`src/sv/sts_pkg.sv`:
```
// Package for the symbol table store: sizes, request kinds, result codes,
// controller states and the command/status structs between control and datapath.
// No dependencies.
`default_nettype none
package sts_pkg;
	localparam int CAPACITY = 64;
	localparam int NAME_W   = 48;
	localparam int LOC_W    = 20;
	localparam int IDX_W    = $clog2(CAPACITY);
	localparam int CNT_W    = $clog2(CAPACITY + 1);

	typedef enum logic [1:0] {
		KIND_CLEAR  = 2'd0,
		KIND_INSERT = 2'd1,
		KIND_LOOKUP = 2'd2,
		KIND_DUMP   = 2'd3
	} kind_t;

	typedef enum logic [1:0] {
		ST_OK       = 2'd0,
		ST_NOTFOUND = 2'd1,
		ST_FULL     = 2'd2,
		ST_EMPTY    = 2'd3
	} status_t;

	typedef enum logic [1:0] {
		S_IDLE,
		S_START,
		S_SCAN,
		S_EMIT
	} state_t;

	typedef struct packed {
		logic latch;
		logic start;
		logic issue;
		logic emit;
	} cmd_t;

	typedef struct packed {
		kind_t            kind;
		logic             scan_done;
		logic             rd_pending;
		logic             slot_free;
		logic             dump_last;
		logic             count_zero;
		logic [CNT_W-1:0] count;
	} stat_t;
endpackage
`default_nettype wire

```
`src/sv/sts_dp.sv`:
```
// Datapath of the symbol table store: entry memory, scan counter, best-candidate
// registers and the output register. Depends on sts_pkg.
`default_nettype none
module sts_dp (
	input  wire logic                  clk,
	input  wire logic                  arst_n,
	input  wire sts_pkg::cmd_t         cmd,
	output sts_pkg::stat_t             stat,
	input  wire logic [1:0]            kind,
	input  wire logic [47:0]           name,
	input  wire logic [19:0]           location,
	output logic                       out_valid,
	input  wire logic                  out_ready,
	output logic [1:0]                 status,
	output logic [47:0]                found_name,
	output logic [19:0]                found_location,
	output logic                       last
);
	import sts_pkg::*;

	logic [NAME_W-1:0] mem_name [CAPACITY];
	logic [LOC_W-1:0]  mem_loc  [CAPACITY];

	kind_t             kind_q;
	logic [NAME_W-1:0] name_q;
	logic [LOC_W-1:0]  loc_q;
	logic [CNT_W-1:0]  count_q, idx_q, emit_q;
	logic              rv_q;
	logic [NAME_W-1:0] rd_name_s1;
	logic [LOC_W-1:0]  rd_loc_s1;
	logic [IDX_W-1:0]  rd_idx_s1;
	logic              best_valid_q, have_prev_q;
	logic [NAME_W-1:0] best_name_q, prev_name_q;
	logic [LOC_W-1:0]  best_loc_q;
	logic [IDX_W-1:0]  best_idx_q, prev_idx_q;
	logic              take;
	logic              after_prev;

	always_comb begin
		after_prev = !have_prev_q || (rd_name_s1 < prev_name_q) ||
			((rd_name_s1 == prev_name_q) && (rd_idx_s1 > prev_idx_q));
		if (kind_q == KIND_LOOKUP) begin
			take = rv_q && !best_valid_q && (rd_name_s1 == name_q);
		end else begin
			// Strictly greater keeps the earlier index among equal names.
			take = rv_q && after_prev && (!best_valid_q || rd_name_s1 > best_name_q);
		end
	end

	assign stat.kind       = kind_q;
	assign stat.scan_done  = (idx_q == count_q);
	assign stat.rd_pending = rv_q;
	assign stat.slot_free  = !out_valid || out_ready;
	assign stat.dump_last  = ((emit_q + 1'b1) == count_q);
	assign stat.count_zero = (count_q == '0);
	assign stat.count      = count_q;

	always_ff @(posedge clk) begin
		if (cmd.issue) begin
			rd_name_s1 <= mem_name[idx_q[IDX_W-1:0]];
			rd_loc_s1  <= mem_loc[idx_q[IDX_W-1:0]];
			rd_idx_s1  <= idx_q[IDX_W-1:0];
		end
		if (cmd.emit && kind_q == KIND_INSERT && count_q != CNT_W'(CAPACITY)) begin
			mem_name[count_q[IDX_W-1:0]] <= name_q;
			mem_loc[count_q[IDX_W-1:0]]  <= loc_q;
		end
		if (cmd.latch) begin
			kind_q <= kind_t'(kind);
			name_q <= name;
			loc_q  <= location;
		end
		if (take) begin
			best_name_q <= rd_name_s1;
			best_loc_q  <= rd_loc_s1;
			best_idx_q  <= rd_idx_s1;
		end
		if (cmd.emit) begin
			prev_name_q <= best_name_q;
			prev_idx_q  <= best_idx_q;
			unique case (kind_q)
				KIND_CLEAR, KIND_INSERT: begin
					status         <= (kind_q == KIND_INSERT && count_q == CNT_W'(CAPACITY))
						? ST_FULL : ST_OK;
					found_name     <= name_q;
					found_location <= '0;
					last           <= 1'b1;
				end
				KIND_LOOKUP: begin
					status         <= best_valid_q ? ST_OK : ST_NOTFOUND;
					found_name     <= name_q;
					found_location <= best_valid_q ? best_loc_q : '0;
					last           <= 1'b1;
				end
				KIND_DUMP: begin
					if (count_q == '0) begin
						status         <= ST_EMPTY;
						found_name     <= name_q;
						found_location <= '0;
						last           <= 1'b1;
					end else begin
						status         <= ST_OK;
						found_name     <= best_name_q;
						found_location <= best_loc_q;
						last           <= ((emit_q + 1'b1) == count_q);
					end
				end
				default: begin
					status <= ST_OK;
				end
			endcase
		end
	end

	always_ff @(posedge clk or negedge arst_n) begin
		if (!arst_n) begin
			count_q      <= '0;
			idx_q        <= '0;
			emit_q       <= '0;
			rv_q         <= 1'b0;
			best_valid_q <= 1'b0;
			have_prev_q  <= 1'b0;
			out_valid    <= 1'b0;
		end else begin
			rv_q <= cmd.issue;
			if (cmd.latch) begin
				have_prev_q <= 1'b0;
				emit_q      <= '0;
			end
			if (cmd.start) begin
				idx_q        <= '0;
				best_valid_q <= 1'b0;
			end else if (take) begin
				best_valid_q <= 1'b1;
			end
			if (cmd.issue) begin
				idx_q <= idx_q + 1'b1;
			end
			if (cmd.emit) begin
				out_valid   <= 1'b1;
				have_prev_q <= 1'b1;
				emit_q      <= emit_q + 1'b1;
				if (kind_q == KIND_CLEAR) begin
					count_q <= '0;
				end else if (kind_q == KIND_INSERT && count_q != CNT_W'(CAPACITY)) begin
					count_q <= count_q + 1'b1;
				end
			end else if (out_ready) begin
				out_valid <= 1'b0;
			end
		end
	end
endmodule
`default_nettype wire

```
`src/sv/sts_ctl.sv`:
```
// Controller of the symbol table store: sequences latch, scan passes and result
// pushes. Depends on sts_pkg.
`default_nettype none
module sts_ctl (
	input  wire logic           clk,
	input  wire logic           arst_n,
	input  wire logic           in_valid,
	output logic                in_ready,
	input  wire sts_pkg::stat_t stat,
	output sts_pkg::cmd_t       cmd,
	output sts_pkg::state_t     state
);
	import sts_pkg::*;

	state_t state_q, state_d;

	assign state = state_q;

	always_ff @(posedge clk or negedge arst_n) begin
		if (!arst_n) begin
			state_q <= S_IDLE;
		end else begin
			state_q <= state_d;
		end
	end

	always_comb begin
		state_d  = state_q;
		cmd      = '0;
		in_ready = 1'b0;
		unique case (state_q)
			S_IDLE: begin
				in_ready = 1'b1;
				if (in_valid) begin
					cmd.latch = 1'b1;
					state_d   = S_START;
				end
			end
			S_START: begin
				cmd.start = 1'b1;
				if (stat.kind == KIND_CLEAR || stat.kind == KIND_INSERT ||
						(stat.kind == KIND_DUMP && stat.count_zero)) begin
					state_d = S_EMIT;
				end else begin
					state_d = S_SCAN;
				end
			end
			S_SCAN: begin
				if (!stat.scan_done) begin
					cmd.issue = 1'b1;
				end else if (!stat.rd_pending) begin
					state_d = S_EMIT;
				end
			end
			S_EMIT: begin
				if (stat.slot_free) begin
					cmd.emit = 1'b1;
					// Each dumped entry needs a fresh pass to find its successor.
					if (stat.kind == KIND_DUMP && !stat.count_zero && !stat.dump_last) begin
						state_d = S_START;
					end else begin
						state_d = S_IDLE;
					end
				end
			end
			default: state_d = S_IDLE;
		endcase
	end
endmodule
`default_nettype wire

```
`src/sv/symbol_table_store.sv`:
```
// Symbol table store. A request (in_valid/in_ready) carries kind, name and
// location; results leave on out_valid/out_ready with status, found_name,
// found_location and last. Every request yields at least one result, and
// last marks the final one. Requests are handled one at a time.
// Clear and insert pass from acceptance through the start state straight to
// the result push, with no scan. Lookup scans the stored entries through the
// single memory read port, one per cycle. A dump finds each output entry with
// a new full pass over the stored entries, through the same read port.
// Reset empties the table; entry contents are not cleared, since only entries
// below the count are ever read. No clearing pass is needed.
// The output register holds a result until it is taken; a stalled receiver
// holds the controller in its push state, and a new request is taken as soon
// as the previous request's final result sits in the output register.
// Depends on sts_pkg, sts_ctl and sts_dp.
`default_nettype none
module symbol_table_store (
	input  wire logic        clk,
	input  wire logic        arst_n,
	input  wire logic        in_valid,
	output logic             in_ready,
	input  wire logic [1:0]  kind,
	input  wire logic [47:0] name,
	input  wire logic [19:0] location,
	output logic             out_valid,
	input  wire logic        out_ready,
	output logic [1:0]       status,
	output logic [47:0]      found_name,
	output logic [19:0]      found_location,
	output logic             last
);
	import sts_pkg::*;

	cmd_t   cmd;
	stat_t  stat;
	state_t state;

	sts_ctl u_ctl (
		.clk      (clk),
		.arst_n   (arst_n),
		.in_valid (in_valid),
		.in_ready (in_ready),
		.stat     (stat),
		.cmd      (cmd),
		.state    (state)
	);

	sts_dp u_dp (
		.clk            (clk),
		.arst_n         (arst_n),
		.cmd            (cmd),
		.stat           (stat),
		.kind           (kind),
		.name           (name),
		.location       (location),
		.out_valid      (out_valid),
		.out_ready      (out_ready),
		.status         (status),
		.found_name     (found_name),
		.found_location (found_location),
		.last           (last)
	);

	a_count_bound: assert property (@(posedge clk) disable iff (!arst_n)
		stat.count <= CNT_W'(CAPACITY))
		else $error("entry count beyond capacity");

	a_one_at_a_time: assert property (@(posedge clk) disable iff (!arst_n)
		in_valid && in_ready |=> !in_ready)
		else $error("request taken while another is in progress");

	a_push_from_emit: assert property (@(posedge clk) disable iff (!arst_n)
		cmd.emit |-> state == S_EMIT && stat.slot_free)
		else $error("result pushed outside the push state or over a held result");
endmodule
`default_nettype wire
```
`config.mk`:
```
export PLATFORM = sky130hd
export DESIGN_NAME = symbol_table_store
export DESIGN_NICKNAME = d
export VERILOG_FILES = /design/src/sv/sts_pkg.sv /design/src/sv/sts_dp.sv /design/src/sv/sts_ctl.sv /design/src/sv/symbol_table_store.sv
export SDC_FILE = /design/constraint.sdc
export NUM_CORES = 2
export LEC_CHECK = 0
export BUFFER_PORTS_ARGS = -buffer_cell sky130_fd_sc_hd__buf_2
export CAP_MARGIN = 20
export CORE_UTILIZATION = 30
export CTS_BUF_LIST = sky130_fd_sc_hd__clkbuf_8
export DETAILED_ROUTE_END_ITERATION = 16
export PLACE_DENSITY = 0.49
export SYNTH_ARGS = -nofsm -noshare
export SYNTH_HDL_FRONTEND = slang
export SYNTH_MEMORY_MAX_BITS = 65536
export SYNTH_SLANG_ARGS = --single-unit
```
`constraint.sdc`:
```
create_clock -name clk -period 8.05 [get_ports clk]
set_input_delay 0.4025 -clock clk [delete_from_list [all_inputs] [get_ports clk]]
set_output_delay 0.4025 -clock clk [all_outputs]
set_load 0.05 [all_outputs]
```
* Yosys cells after proc, flatten, opt, wreduce, memory -nomap -nowiden
Memories as Yosys holds them, arrays and structs flattened. A register that Yosys moved wholly into a read port is not among the register bits. Cells that the tools add are included.
Word-level totals: output and inout port bits 73, memories kept 2, flip-flop bits (word level) 302, bits in writable memories 4352, logic and storage cells 121, input bits 74
Cells by class: eq/ne operators 16, $lt $le $gt $ge 3, muxes and demuxes 41, $add $sub $neg 3, reduce and logical (&&, ||, !) cells 35
Memories:
- u_dp.mem_name | depth 64, width 48, read ports 1, clocked after memory_dff 1, write ports 1, line sts_dp.sv:21 | logic [NAME_W-1:0] mem_name [CAPACITY];
- u_dp.mem_loc | depth 64, width 20, read ports 1, clocked after memory_dff 1, write ports 1, line sts_dp.sv:22 | logic [LOC_W-1:0] mem_loc [CAPACITY];
Operator list (number):
- $eq 48x48->1 | 2
- $pmux 48 s2 | 1
- $pmux 20 s3 | 1
- $gt 48x48->1 | 1
- $lt 48x48->1 | 1
- $mux 48 | 1
- $mux 7 | 6
- $mux 20 | 2
- $add 7x1->7 const B | 3
- $mux 1 | 21
- $eq 7x7->1 | 2
- $logic_and 1x1->1 | 12
- $mux 2 | 6
- $reduce_bool 2->1 | 5
- $eq 2x2->1 const B | 4
- $pmux 2 s4 | 1
- $eq 7x7->1 const B | 1
- $logic_not 7->1 | 1
- $ne 7x7->1 const B | 1
- $gt 6x6->1 | 1
- $logic_or 1x1->1 | 6
- $ne 2x2->1 const B | 3
- $pmux 2 s3 | 1
- $logic_not 1->1 | 5
- other kinds (8) | 10

* Logic depth before layout (Yosys ltp)
word-level depth 8, gate-level depth with buffers 9, gate-level depth less buffers 9

* Modules after synthesis
A second synthesis with hierarchy kept.
Unflattened totals: cell total of the unflattened synthesis 7238, area total of the unflattened synthesis 180380.5 um^2
Modules (own cells, without submodules):
- sts_dp | area an instance 180144.0 um^2, sequential area each 141610.8 um^2, cells an instance 7213, instances 1
- sts_ctl | area an instance 236.5 um^2, sequential area each 50.0 um^2, cells an instance 25, instances 1

* Worst setup path after synthesis
OpenSTA, ideal clock, no wires.
path kind register to register, start point register u_dp.name_q[31], end point register u_dp.best_idx_q[0] (enable), arrival time 7.666 ns, buffers on the path 0, required time 7.411 ns, clock period less this slack 8.306 ns, library setup time 0.639 ns, cell stages (with the launch flop) 8, setup slack -0.256 ns, path through edfxtp_1 > nor2b_1 > a2111o_1 > nor4_1 > nand4_1 > o21ai_0 > a31oi_1 > a311oi_1
On the way: longest elaborated chain between the ends 3
RTL lines:
- start, declared | line sts_dp.sv:25 | logic [NAME_W-1:0] name_q;
- start signal, assigned | line sts_dp.sv:70 | name_q <= name;
- $eq 48x48->1 | line sts_dp.sv:43 | take = rv_q && !best_valid_q && (rd_name_s1 == name_q);
- $logic_and 1x1->1 | line sts_dp.sv:43
- $mux 1 | line sts_dp.sv:42 | if (kind_q == KIND_LOOKUP) begin
- net u_dp.take | line sts_dp.sv:36 | logic take;
- end signal, assigned | line sts_dp.sv:76 | best_idx_q <= rd_idx_s1;
- end, declared | line sts_dp.sv:35 | logic [IDX_W-1:0] best_idx_q, prev_idx_q;
The timed path passes the listed nets, and every way through them passes these cells. A chain may end at the register's enable or synchronous reset.

==> results.md <==
- IO buf count: 146
- R2r endpoint: u_dp.mem_loc[34][0]
- Fillers: 55400
- CP max stage cell: nor2_4
- Final hold violation count: 0
- Vias per inst: just over 5
- DRC: 0
- Max-slew headroom: 0.180
- CTS H-tree depth: 6
- Clock latency on the worst-skew pair: 1.28 ns
- Most common cell in the netlist: edfxtp_1
- Peak Freq: 190 MHz
- CP Class: register to register
- Synth top area cells: edfxtp_1, mux4_2, ha_1
- VDD IR max: 0.000283 V
- Syn avg cell area: ~25 um^2
- Sequential share of the synthesized area: 0.786
- Post-DR wirelength/cell: 31.9 um
- Mapped Cells: roughly 7200
- Die width: between 700 and 800 um
- Synth-to-Final Area Change: 15.6%
- Placeable core area: approximately 600000 um^2
- First-pass GRT wire length: 737 mm
- Synthesized net count: 7403
- R2R Setup Slk: 2.80 ns
- Final min period: 5.25 ns
- First-iteration detailed-routing DRC count: 9154
- Critical-path maximum fanout: 95
- Routed Antenna Nets: 0
- Routed wire length: approximately 540 mm
- Status: completed
- Largest net degree at the start of global routing: 147
- Worst hold path type: primary input to register
- Register area: 142000 um^2
- Main synth FF type: edfxtp_1
- Chip height: 777 um
- Reg-to-Reg Start: u_ctl.state[0]
- RSZ-0062 raised after global routing: false
- # setup viols final: 0
- Worst Tran Pin Value: between 1 and 1.5 ns
- Period utilisation layout: 0.652
- Yosys top cell area share: 0.782
- Vias in the first global route: 88800
- Grt total ovfl: 0
- Multi-input logic area: 37300 um^2
- Site row count: ~280
- Tot GR Track Use: 0.174
- Slew Viols, Final: 0
- Yosys cell types: 45
- Initial Util: 0.301
- RD Place Congestion: just over 0.8
- DR pass1 iterations: 6
- Leak pwr: around 64 nW
- Layout cell share with drive strength beyond 1: 0.331
- Max stage delay on crit path: 0.94 ns
- Initial antenna violation count: 67
- Max_cap viols: 0
- Worst EP required: 8.93 ns
- FF-to-FF path depth: 9
- CP cell instances: ha_1 > nand2_1 > inv_8 > nand3b_1 > a21o_1 > nor2_1 > nand2_1 > nor2_4 > buf_4
- Root Driver: clkbuf_8
- Worst-path clk slew: 0.06 ns
- CTS Buf Count: 779
- Worst setup path endpoint: u_dp.mem_loc[34][0]
- IO Count: roughly 150
- Yosys reg bits: ~4700
- HPWL Detailed: around 310 mm
- CTS max path bufs: 4
- PwrDens: 302 nW/um^2
- Synth Warn #: 0
- Startpoint Class: register
- Top cells by count, synth: edfxtp_1, mux4_2, clkbuf_1
- Post-synth EDFFs: 4695
- Worst setup EP type: register
- Critical Path Start: u_ctl.state[0]
- Nets: 8424
- Arrival time at the worst endpoint: 6.13 ns
- Async S/R FF share, synth: 0.00572
- TritonCTS sink count: 4722
- Final Total Pwr: approximately 0.063 W
- Setup_tns: 0 ns
- Die ar.: 604000 um^2
- Yosys top cell by area: edfxtp_1
- Post-CTS Setup Bufs: 0
- CTS tree: yes
- Vias: 85000
- Worst Skew: 0.0780 ns
- Top cell by count, worst path: nand2_1
- Cell area after synthesis: 180000 um^2
==> worst max-delay path: cells and delay by family, from the launching register on <==
family | cells | cell delay (ns)
compound gates | 1 | 0.29
fa+ha+maj | 1 | 0.24
flops | 1 | 0.41
simple gates | 5 | 2.46
buf+inv | 2 | 1.37
==> flip-flops by register name, indices dropped and copies added, names as in the netlist, 48 cells and up <==
signal,count
u_dp.best_name_q,48
u_dp.found_name,48
u_dp.mem_loc,1280
u_dp.mem_name,3072
u_dp.name_q,48
u_dp.prev_name_q,48
u_dp.rd_name_s1,48
==> layout by cell type (no fill, tap or decap), types with 76 or more instances in the layout <==
master and n:
buf_2 146, buf_4 234, clkbuf_8 800, clkinv_1 171
clkinv_2 76, dlygate4sd3_1 144, edfxtp_1 4695, ha_1 110
inv_1 379, mux4_2 1428
==> power breakdown <==
group	total (W)	switching (W)	internal, W
registers	0.0292	0.000646	0.0286
logic	0.0144	0.00854	0.00587
clock network	0.0193	0.00964	0.00966
total	0.0629	0.0188	0.0441
==> how the worst min path moves through the flow <==
stage                                    end          startpoint  cells past startpoint  slack [ns]
after floorplan               u_ctl.state[0]              arst_n                      0        0.11
after global placement    u_dp.prev_idx_q[3]  u_dp.best_idx_q[3]                      0        0.40
after detailed placement  u_dp.best_loc_q[0]   u_dp.rd_loc_s1[0]                      0        0.40
after CTS                     u_dp.out_valid           out_ready                      4        0.16
after global routing          u_dp.loc_q[15]        location[15]                      3        0.26
final                         u_dp.out_valid           out_ready                      4        0.28
==> final cells by class <==
| type | count | share of cell area |
|---|---|---|
| diodes | 25 | 0.000300 |
| multi-input cells | 2040 | 0.179 |
| clock buffers | 800 | 0.0528 |
| inverters | 120 | 0.00225 |
| repair buffers | 577 | 0.0241 |
| flip-flops and latches | 4722 | 0.680 |
| well taps | 8008 | 0.0481 |
| clock inverters | 563 | 0.0136 |
==> metrics by stage <==
step	hold WS [ns]	cell area, um^2	setup WS (ns)	util	instances
after global placement	0.404	193000	2.53	0.322	15300
after detailed placement	0.405	193000	2.44	0.322	15300
after global routing	0.258	208000	2.57	0.348	16800
final	0.275	208000	2.80	0.348	16900
after CTS	0.164	208000	2.73	0.348	16800
after floorplan	0.107	180000	0.138	-	7219
==> repair_timing <==
item                                    in CTS  in global routing
hold buffers                               145                  0
gates resized for setup                      0                  0
hold endpoints to repair                   108                  0
endpoints found under the setup margin       0                  0
==> logic make-up after synthesis <==
logic type,after synthesis,share of synthesized area
flops,4722,0.786
mux,1476,0.181
buf+inv,457,0.0102
simple gates,269,0.00736
compound gates,118,0.00424
fa+ha+maj,110,0.00764
xor+xnor,67,0.00326
==> routing by layer <==
metal	wire length, um	GRT usage
met1	226000	0.238
met3	34700	0.0314
met5	102	0
met4	13800	0.0461
met2	263000	0.288
(Power assumes the default switching activity.)
